### src/hw/rtl/sv39w_pkg.sv
// ----------------------------------------------------------------------------
// sv39w_pkg
// Shared types and constants of the Sv39 page table walker.
// ----------------------------------------------------------------------------
package sv39w_pkg;

    localparam int VA_BITS    = 39;
    localparam int PAGE_SHIFT = 12;
    localparam int IDX_BITS   = 9;
    localparam int PTE_SHIFT  = 3;   // 8-byte entries
    localparam int ADDR_BITS  = 64;
    localparam int PPN_LSB    = 10;
    localparam int PPN_BITS   = 44;

    localparam int VPN0_LSB = PAGE_SHIFT;
    localparam int VPN1_LSB = PAGE_SHIFT + IDX_BITS;
    localparam int VPN2_LSB = PAGE_SHIFT + 2 * IDX_BITS;

    // PTE flag bit positions
    localparam int PTE_V = 0;
    localparam int PTE_R = 1;
    localparam int PTE_W = 2;
    localparam int PTE_X = 3;

    typedef logic [1:0] level_t;
    localparam level_t LEVEL_ROOT = 2'd2;
    localparam level_t LEVEL_MID  = 2'd1;
    localparam level_t LEVEL_LEAF = 2'd0;

    typedef enum logic [1:0] {
        KIND_READ  = 2'd0,
        KIND_DONE  = 2'd1,
        KIND_NOMAP = 2'd2,
        KIND_BAD   = 2'd3
    } kind_t;

    typedef enum logic {
        FUNC_XLATE = 1'b0,
        FUNC_ENTRY = 1'b1
    } func_t;

    typedef enum logic {
        CFG_ROOT_TABLE_ADDR = 1'b0,
        CFG_WINDOW_OFFSET   = 1'b1
    } cfg_index_t;

    typedef struct packed {
        logic               busy;
        level_t             level;
        logic [VA_BITS-1:0] vaddr;
    } walk_state_t;

endpackage

### src/hw/rtl/sv39_page_table_walker_core.sv
// ----------------------------------------------------------------------------
// sv39_page_table_walker_core
// Sv39 three-level page table walker, one memory entry per step.
// ----------------------------------------------------------------------------
// Usage:
//   Input channel (in_valid/in_stall) carries either a translate request
//   (func=0, vaddr) or a page table entry returned from memory (func=1,
//   entry_data). Every input transfer yields exactly one output transfer
//   (out_valid/out_stall): kind READ asks the host to fetch the entry at
//   address and send it back; DONE carries the translated window address;
//   NOMAP ends the walk; BAD flags an entry received while no walk is open.
//   out_valid rises once the item has passed the input register and then the
//   result register; out_stall can hold it in the input register between the
//   two. Throughput is one item per cycle while out_stall is low; the walk
//   itself is paced by the round trip through memory.
//   A new request while a walk is open drops the old walk.
//   cfg_we/cfg_index/cfg_data write root_table_addr (0) and window_offset
//   (1); write them only while the block is idle.
//   Reset clears the walk state, both config registers and both valid
//   flags. When out_stall holds, the result register keeps its data, the
//   input register may still fill once, and then in_stall rises.
// ----------------------------------------------------------------------------
module sv39_page_table_walker_core
    import sv39w_pkg::*;
(
    input  logic                 clk,
    input  logic                 rst_n,
    input  logic                 in_valid,
    output logic                 in_stall,
    input  logic                 func,
    input  logic [VA_BITS-1:0]   vaddr,
    input  logic [63:0]          entry_data,
    output logic                 out_valid,
    input  logic                 out_stall,
    output logic [1:0]           kind,
    output logic [ADDR_BITS-1:0] address,
    input  logic                 cfg_we,
    input  logic                 cfg_index,
    input  logic [ADDR_BITS-1:0] cfg_data
);

    // config registers
    logic [ADDR_BITS-1:0] root_reg;
    logic [ADDR_BITS-1:0] window_reg;

    // input register
    logic                 s1_valid_reg;
    logic                 s1_valid_next;
    logic                 s1_func_reg;
    logic [VA_BITS-1:0]   s1_vaddr_reg;
    logic [63:0]          s1_entry_reg;

    // result register
    logic                 out_valid_reg;
    logic                 out_valid_next;
    kind_t                out_kind_reg;
    logic [ADDR_BITS-1:0] out_addr_reg;

    // walk state
    walk_state_t          walk_reg;
    walk_state_t          walk_next;
    kind_t                kind_next;
    logic [ADDR_BITS-1:0] addr_next;

    logic                 out_free;
    logic                 s1_move;
    logic                 in_xfer;

    // result slot frees when empty or drained this cycle
    assign out_free = !out_valid_reg || !out_stall;
    assign s1_move  = s1_valid_reg && out_free;
    assign in_stall = s1_valid_reg && !out_free;
    assign in_xfer  = in_valid && !in_stall;

    assign s1_valid_next  = in_xfer ? 1'b1 : (s1_move ? 1'b0 : s1_valid_reg);
    assign out_valid_next = s1_move ? 1'b1 : (out_valid_reg && out_stall);

    sv39w_step u_step (
        .state           (walk_reg),
        .func            (s1_func_reg),
        .vaddr           (s1_vaddr_reg),
        .entry_data      (s1_entry_reg),
        .root_table_addr (root_reg),
        .window_offset   (window_reg),
        .state_next      (walk_next),
        .kind            (kind_next),
        .address         (addr_next)
    );

    always_ff @(posedge clk or negedge rst_n)
    begin
        if (!rst_n)
        begin
            root_reg      <= '0;
            window_reg    <= '0;
            s1_valid_reg  <= 1'b0;
            out_valid_reg <= 1'b0;
            walk_reg      <= '0;
        end
        else
        begin
            if (cfg_we)
            begin
                case (cfg_index_t'(cfg_index))
                    CFG_ROOT_TABLE_ADDR: root_reg   <= cfg_data;
                    CFG_WINDOW_OFFSET:   window_reg <= cfg_data;
                    default:             root_reg   <= root_reg;
                endcase
            end
            s1_valid_reg  <= s1_valid_next;
            out_valid_reg <= out_valid_next;
            // state advances as the item leaves the input register
            if (s1_move)
            begin
                walk_reg <= walk_next;
            end
        end
    end

    // payload registers
    always_ff @(posedge clk)
    begin
        if (in_xfer)
        begin
            s1_func_reg  <= func;
            s1_vaddr_reg <= vaddr;
            s1_entry_reg <= entry_data;
        end
        if (s1_move)
        begin
            out_kind_reg <= kind_next;
            out_addr_reg <= addr_next;
        end
    end

    assign out_valid = out_valid_reg;
    assign kind      = out_kind_reg;
    assign address   = out_addr_reg;

    // ------------------------------------------------------------------------
    // Assertions
    // ------------------------------------------------------------------------
    a_level_range: assert property (@(posedge clk) disable iff (!rst_n)
        walk_reg.level != 2'd3)
        else $error("walk level out of range");

    a_idle_level: assert property (@(posedge clk) disable iff (!rst_n)
        !walk_reg.busy |-> walk_reg.level == LEVEL_LEAF)
        else $error("idle walker with nonzero level");

    a_end_idle: assert property (@(posedge clk) disable iff (!rst_n)
        s1_move && (kind_next == KIND_DONE || kind_next == KIND_NOMAP)
        |=> !walk_reg.busy)
        else $error("walk still busy after final result");

    a_stall_src: assert property (@(posedge clk) disable iff (!rst_n)
        in_stall |-> s1_valid_reg && out_valid_reg)
        else $error("input stalled with free pipeline");

endmodule

### src/hw/rtl/sv39w_step.sv
// ----------------------------------------------------------------------------
// sv39w_step
// One walk step: decodes a request or returned entry against the walk state
// and produces the next state and the result item.
// ----------------------------------------------------------------------------
module sv39w_step
    import sv39w_pkg::*;
(
    input  walk_state_t          state,
    input  logic                 func,
    input  logic [VA_BITS-1:0]   vaddr,
    input  logic [63:0]          entry_data,
    input  logic [ADDR_BITS-1:0] root_table_addr,
    input  logic [ADDR_BITS-1:0] window_offset,
    output walk_state_t          state_next,
    output kind_t                kind,
    output logic [ADDR_BITS-1:0] address
);

    logic [PPN_BITS-1:0]  ppn;
    logic [ADDR_BITS-1:0] page_base;
    level_t               level_dn;
    logic [IDX_BITS-1:0]  vpn_dn;
    logic [IDX_BITS-1:0]  vpn_root;
    logic [VA_BITS-1:0]   low_bits;
    logic                 is_pointer;

    assign ppn       = entry_data[PPN_LSB +: PPN_BITS];
    assign page_base = window_offset
                     + {{(ADDR_BITS-PPN_BITS-PAGE_SHIFT){1'b0}}, ppn, {PAGE_SHIFT{1'b0}}};
    assign level_dn  = state.level - 2'd1;
    assign vpn_root  = vaddr[VPN2_LSB +: IDX_BITS];
    assign is_pointer = (state.level != LEVEL_LEAF)
                      && !entry_data[PTE_R] && !entry_data[PTE_W] && !entry_data[PTE_X];

    // index into the next table
    always_comb
    begin
        case (level_dn)
            LEVEL_MID:  vpn_dn = state.vaddr[VPN1_LSB +: IDX_BITS];
            LEVEL_LEAF: vpn_dn = state.vaddr[VPN0_LSB +: IDX_BITS];
            default:    vpn_dn = state.vaddr[VPN2_LSB +: IDX_BITS];
        endcase
    end

    // page offset kept from the VA; superpages keep more bits
    always_comb
    begin
        case (state.level)
            LEVEL_LEAF: low_bits = {{(VA_BITS-VPN0_LSB){1'b0}},
                                    state.vaddr[VPN0_LSB-1:0]};
            LEVEL_MID:  low_bits = {{(VA_BITS-VPN1_LSB){1'b0}},
                                    state.vaddr[VPN1_LSB-1:0]};
            default:    low_bits = {{(VA_BITS-VPN2_LSB){1'b0}},
                                    state.vaddr[VPN2_LSB-1:0]};
        endcase
    end

    always_comb
    begin
        state_next = state;
        kind       = KIND_BAD;
        address    = '0;
        if (func == FUNC_XLATE)
        begin
            if (vaddr == '0)
            begin
                state_next.busy  = 1'b0;
                state_next.level = LEVEL_LEAF;
                kind             = KIND_NOMAP;
            end
            else
            begin
                state_next.busy  = 1'b1;
                state_next.level = LEVEL_ROOT;
                state_next.vaddr = vaddr;
                kind             = KIND_READ;
                address          = root_table_addr
                                 + {{(ADDR_BITS-IDX_BITS-PTE_SHIFT){1'b0}},
                                    vpn_root, {PTE_SHIFT{1'b0}}};
            end
        end
        else if (!state.busy)
        begin
            kind = KIND_BAD;
        end
        else if (!entry_data[PTE_V])
        begin
            state_next.busy  = 1'b0;
            state_next.level = LEVEL_LEAF;
            kind             = KIND_NOMAP;
        end
        else if (is_pointer)
        begin
            state_next.level = level_dn;
            kind             = KIND_READ;
            address          = page_base
                             + {{(ADDR_BITS-IDX_BITS-PTE_SHIFT){1'b0}},
                                vpn_dn, {PTE_SHIFT{1'b0}}};
        end
        else
        begin
            state_next.busy  = 1'b0;
            state_next.level = LEVEL_LEAF;
            kind             = KIND_DONE;
            address          = page_base + {{(ADDR_BITS-VA_BITS){1'b0}}, low_bits};
        end
    end

endmodule
### config.mk
export PLATFORM = sky130hd
export DESIGN_NAME = sv39_page_table_walker_core
export DESIGN_NICKNAME = d
export VERILOG_FILES = /design/src/hw/rtl/sv39w_pkg.sv /design/src/hw/rtl/sv39_page_table_walker_core.sv /design/src/hw/rtl/sv39w_step.sv
export SDC_FILE = /design/constraint.sdc
export NUM_CORES = 1
export LEC_CHECK = 0
export BUFFER_PORTS_ARGS = -buffer_cell sky130_fd_sc_hd__buf_4
export CAP_MARGIN = 20
export CORE_MARGIN = 5
export CORE_UTILIZATION = 42
export CTS_CLUSTER_SIZE = 12
export DETAILED_ROUTE_END_ITERATION = 16
export PLACE_DENSITY = 0.7
export SLEW_MARGIN = 20
export SYNTH_ARGS = -nofsm -noshare
export SYNTH_HDL_FRONTEND = slang
export SYNTH_SLANG_ARGS = --single-unit
### constraint.sdc
create_clock -name clk -period 5.6 [get_ports clk]
set_input_delay 0.56 -clock clk [delete_from_list [all_inputs] [get_ports clk]]
set_output_delay 0.56 -clock clk [all_outputs]
set_load 0.05 [all_outputs]
* Yosys cells after proc, flatten, opt, wreduce, memory -nomap -nowiden
Index checks and enable logic that the tools add are counted.
** Storage, ports and cells
- Register bits :: 332
- Input port bits :: 174
- Word-level logic and storage cells :: 68
** Cells by class
- $add $sub $neg :: 5
- Equal/unequal tests :: 3
- Muxes and demuxes :: 21
- Bitwise operators :: 3
- Reductions and logical operators :: 24
** Operators by type and width (count)
- 64-bit 2-to-1 mux :: 5
- 64-bit by 12-bit adder with 64-bit output :: 2
- 64-bit by 30-bit adder with 64-bit output :: 1
- 64-bit by 56-bit adder with 64-bit output :: 1
- 30-bit case mux with 2 select lines :: 1
- 39-bit zero test :: 1
- 9-bit case mux with 2 select lines :: 1
- 3-bit 2-to-1 mux :: 4
- 2-bit 2-to-1 mux :: 5
- 1-bit logical AND :: 7
- 1-bit zero test :: 7
- 2-bit AND reduction :: 3
- 1-bit 2-to-1 mux :: 5
- 2-bit by 1-bit equality test with 1-bit output, second input constant :: 2
- 2-bit zero test :: 2
- 2-bit nonzero test :: 2
- 1-bit NOT :: 3
- 3-bit AND reduction :: 1
- 2-bit by 1-bit inequality test with 1-bit output, second input constant :: 1
- 2-bit by 1-bit subtractor with 2-bit output, second input constant :: 1
- 1-bit logical OR :: 1

* Logic depth before layout (Yosys ltp)
- Word-level depth :: 8
- Depth in mapped cells :: 20

* Hierarchy
From an unflattened synthesis, not the netlist that was laid out.
** Unflattened totals
- Cells, all modules :: 2017
- Area total of the unflattened synthesis :: 21296.7 µm²
** Modules (own cells, without submodules)
- sv39_page_table_walker_core :: times used 1, cells an instance 537, area each 11529.8 µm²
- sv39w_step :: times used 1, cells an instance 1480, area each 9766.9 µm²

* Worst setup path after synthesis
OpenSTA, ideal clock, no wires.
- Path kind :: register to register
- Start point :: register out_valid_reg (netlist: out_valid)
- End point :: register walk_reg[19] (netlist bit)
- Arrival :: 5.045 ns
- Required time :: 5.475 ns
- Setup slack :: 0.430 ns
- Stages on the path, launching flop included :: 5
- Period minus slack after synthesis :: 5.170 ns
- Cells stage by stage :: dfrtp_1 > a21boi_1 > nand2b_1 > buf_1 > mux2_2
** On the way
- Cells in the longest elaborated chain, start to end :: 4
** RTL lines
- start, declared :: line sv39_page_table_walker_core.sv:54 : logic out_valid_reg;
- start signal, assigned :: line sv39_page_table_walker_core.sv:111 : out_valid_reg <= out_valid_next;
- 1-bit zero test :: line sv39_page_table_walker_core.sv:70 : assign out_free = !out_valid_reg || !out_stall;
- 1-bit logical OR :: line sv39_page_table_walker_core.sv:70
- 1-bit logical AND :: line sv39_page_table_walker_core.sv:71 : assign s1_move = s1_valid_reg && out_free;
- via s1_move :: line sv39_page_table_walker_core.sv:66 : logic s1_move;
- 3-bit AND reduction (no source line)
- end signal, assigned :: line sv39_page_table_walker_core.sv:115 : walk_reg <= walk_next;
- end, declared :: line sv39_page_table_walker_core.sv:60 : walk_state_t walk_reg;
The timed path passes the listed nets, and every way through them passes these cells.
A chain may end at the register's enable or synchronous reset.

* Worst setup path in the final report
- Start point :: register s1_entry_reg[12]
- End point :: register out_addr_reg[60] (netlist: address[60]) (data pin)
** On the way
- Cells in the longest elaborated chain, start to end :: 6
** RTL lines
- start, declared :: line sv39_page_table_walker_core.sv:51 : logic [63:0] s1_entry_reg;
- start signal, assigned :: line sv39_page_table_walker_core.sv:127 : s1_entry_reg <= entry_data;
- 64-bit by 56-bit adder with 64-bit output (*) :: line sv39w_step.sv:30 : + {{(ADDR_BITS-PPN_BITS-PAGE_SHIFT){1'b0}}, ppn, {PAGE_SHIFT{1'b0}}};
- 64-bit by 30-bit adder with 64-bit output / 64-bit by 12-bit adder with 64-bit output (equally long branches) :: line sv39w_step.sv:106, sv39w_step.sv:98
- 64-bit 2-to-1 mux (*) :: line sv39w_step.sv:93 : else if (is_pointer)
- 64-bit 2-to-1 mux (*) :: line sv39w_step.sv:87 : else if (!entry_data[PTE_V])
- 64-bit 2-to-1 mux (*) :: line sv39w_step.sv:83 : else if (!state.busy)
- 64-bit 2-to-1 mux (*) :: line sv39w_step.sv:64 : if (func == FUNC_XLATE)
- via addr_next[60] :: line sv39_page_table_walker_core.sv:63 : logic [ADDR_BITS-1:0] addr_next;
- end signal, assigned :: line sv39_page_table_walker_core.sv:132 : out_addr_reg <= addr_next;
- end, declared :: line sv39_page_table_walker_core.sv:57 : logic [ADDR_BITS-1:0] out_addr_reg;
Mark *: on every way through the listed nets, which the timed path passes. The rest lies on a longest branch.

==> results.md <==
* Outcome: completed
* Reg-to-Reg End: address[60]$_DFFE_PP_
* Final hold vios at 0
* Pwr dens at 388.8 mW/mm2
* Die H at 230.6 um
* Crit path from: s1_entry_reg[12]$_DFFE_PP_
* Start of the worst register-to-register path: s1_entry_reg[12]$_DFFE_PP_
* GRT Overall Usage at 0.2358
* Layout area overhead at 17.14%
* Core area at 0.04795 mm2
* Layout cells sized above 1 at 0.2377
* Worst Max-Slew Pin Slew at 1.149 ns
* Synth Register Bits at 326
* Pin count of the biggest net entering global routing at 99
* Worst Setup End Kind: register
* M2 GR Usage at 0.4145
* Commonest cells after routing, fill and taps aside: buf_4, nand2_1, dfrtp_1
* Setup tns final at 0 ns
* Drt pass-1 iters at 5
* Top cells by area, synth: edfxtp_1, dfrtp_1, mux2_2, ha_1, xnor2_1
* Setup crit end: address[60]$_DFFE_PP_
* CTS tree: yes
* Via count at 16540
* GR peak layer: met2
* Die X at 230.6 um
* Number of global-route vias before repair at 16780
* Maximum buffer depth of the clock tree at 3
* Initial antenna violation count at 1
* Cell taking the most area after synthesis: edfxtp_1
* Commonest non-fill, non-tap cell in the layout: buf_4
* Logic pwr share at 0.424
* Worst path required time at 5.85 ns
* Synth cell types at 91
* Met3 Use GR at 0.03047
* CTS buffer count at 37
* Kind of critical path: reg2reg
* Final ANT Viol Nets at 0
* Clock latency at the later pin of the worst-skew pair at 0.56 ns
* P_leak at 9.603 nW
* Crit-path max FO at 6
* Pint at 5.670 mW
* Peak Freq at 193.1 MHz
* I/O pin cnt at 242
* Global-route wire length before repair at 98530 um
* Final worst setup slack at 0.4222 ns
* Dpl hpwl at 50100 um
* Pwr Total at 9.311 mW
* Routed WL at 63950 um
* Final Wtd Congestion at 0.9451
* CTS HTree Levels at 2
* Maximum vdd ir drop at 0.0002265 V
* Die Footprint at 0.05318 mm2
* Slew margin rel. at 0.2313
* Post-Synthesis Cells at 1978
* Reg2Reg Setup Slack at 0.42 ns
* Clock power frac at 0.241
* Final min period at 5.178 ns
* Synth top area share at 0.2262
* Net Switching at 3.641 mW
* Mean Syn Cell Area at 10.33 um2
* Top_reg_cell synth: dfrtp_1
* Hold Buf Count CTS at 0
* FILL cells at 4301
* DRC at 0
* DR vias/cell at 5.840
* Placement Setup Slack at 0.3035 ns
* Avg WL per Cell at 22.58 um
* Seq/Total Area, Yosys at 0.4368
* Cell Area, Synth at 0.02044 mm2
* Sequential share of power at 0.334
* Critical Path AT at 5.43 ns
* Setup crit start kind: register
* CTS clk-pin slew, worst paths at 0.06 ns
* Antenna cells at 0
* GRT overflow at 0
* Starting Density at 0.4264
* Met1 GRT Util at 0.3062
* RSZ-0062 raised after global routing: no
* Detailed Route Iter0 Violations at 1234
* Tcrit/Tclk final at 0.9246
* Sw Share at 0.3910
* Hold WC Path Type: in2async
* FP Rows at 80
* Nets at 2466
* Number of port buffers at 225
* Post-synth EDFFs at 154
* Ys async rst share at 0.5276
* Root buf cell: clkbuf_16
* Clock sink count at 326
* YS warnings at 0
* Clock skew at 0.02903 ns
* Slew Viols, Final at 0
* Synth Net Count at 2254
* Setup violators final at 0
* Max cap viols at 0
* Reg2reg path depth at 16
[kinds of logic (layout without fill, tap and decap cells)]
| family | count (synthesis) | count (layout) | share of synthesized area |
|---|---|---|---|
| AO/OA/AOI/OAI | 484 | 484 | 0.1544 |
| XOR/XNOR | 169 | 169 | 0.07351 |
| adder cells (fa/ha/maj) | 102 | 102 | 0.06390 |
| buffers and inverters | 124 | 363 | 0.02516 |
| flip-flops | 326 | 326 | 0.4368 |
| multiplexers | 169 | 169 | 0.09261 |
| AND/OR/NAND/NOR | 604 | 604 | 0.1537 |
[per-layer routing]
metal  routed length, um  up-vias
met5                   0        -
met4                1932        0
met3                3413       95
met2               31850      535
met1               26750     8092
li1                    -     7816
[critical path, stage by stage, from the launching register on]
cell and delay (ns):
edfxtp_1 0.36, ha_1 0.38, o211ai_1 0.35, o211ai_1 0.22
a211oi_1 0.68, xnor2_1 0.23, ha_1 0.48, nand4_1 0.19
nor3_1 0.25, o21ai_0 0.17, nand3_1 0.16, nand2_1 0.09
a211oi_1 0.36, nand4_1 0.31, nor4_1 0.34, xor2_1 0.19
o22ai_1 0.11
[worst min-delay path by stage]
stage	slack, ns	cells past startpoint	end
after CTS	0.04	1	window_reg[36]$_DFFE_PN0P_
after detailed placement	0.47	1	out_valid$_DFF_PN0_
after floorplan	0.26	0	out_valid$_DFF_PN0_
after global placement	0.46	1	out_valid$_DFF_PN0_
after global routing	0.07	1	root_reg[35]$_DFFE_PN0P_
final	0.02	1	root_reg[35]$_DFFE_PN0P_
[final cells by class]
class,instances,area [um2],share of cell area
Sequential cell,326,8929,0.3729
Tap cell,615,769.5,0.03213
Multi-Input combinational cell,1528,11060,0.4619
Clock inverter,12,73.82,0.003083
Inverter,43,161.4,0.006740
Timing Repair Buffer,254,1923,0.08031
Clock buffer,54,1030,0.04300
[cell usage after synthesis (47+ instances only)]
| cell | count |
|---|---|
| clkbuf_1 | 52 |
| a21oi_1 | 134 |
| nor2_1 | 121 |
| xor2_1 | 77 |
| nand2_1 | 174 |
| dfrtp_1 | 172 |
| ha_1 | 98 |
| nand3_1 | 47 |
| o21ai_0 | 89 |
| o22ai_1 | 59 |
| mux2_2 | 161 |
| edfxtp_1 | 154 |
| xnor2_1 | 89 |
[power groups by stage]
stage | logic, mW | clock network, mW | registers [mW]
global route | 4.30 | 2.40 | 3.15
floorplan | 2.55 | 0 | 3.31
global placement | 3.87 | 0 | 3.14
CTS | 3.93 | 2.31 | 3.11
detailed placement | 3.90 | 0 | 3.15
finish | 3.95 | 2.25 | 3.11
[metrics by stage]
step	hold slack, ns	instances	area [um2]	utilization
after floorplan	0.2644	1978	20440	-
after global placement	0.4650	2765	22820	0.4760
after detailed placement	0.4710	2765	22820	0.4760
after CTS	0.04282	2831	23930	0.4990
after global routing	0.06925	2832	23950	0.4995
final	0.01587	2832	23950	0.4995
[timing repair]
action	4_1_cts	5_1_grt
gates resized for setup	0	2
setup buffers	0	1
setup endpoints to repair	0	4
Power figures use the tool's default switching activity.
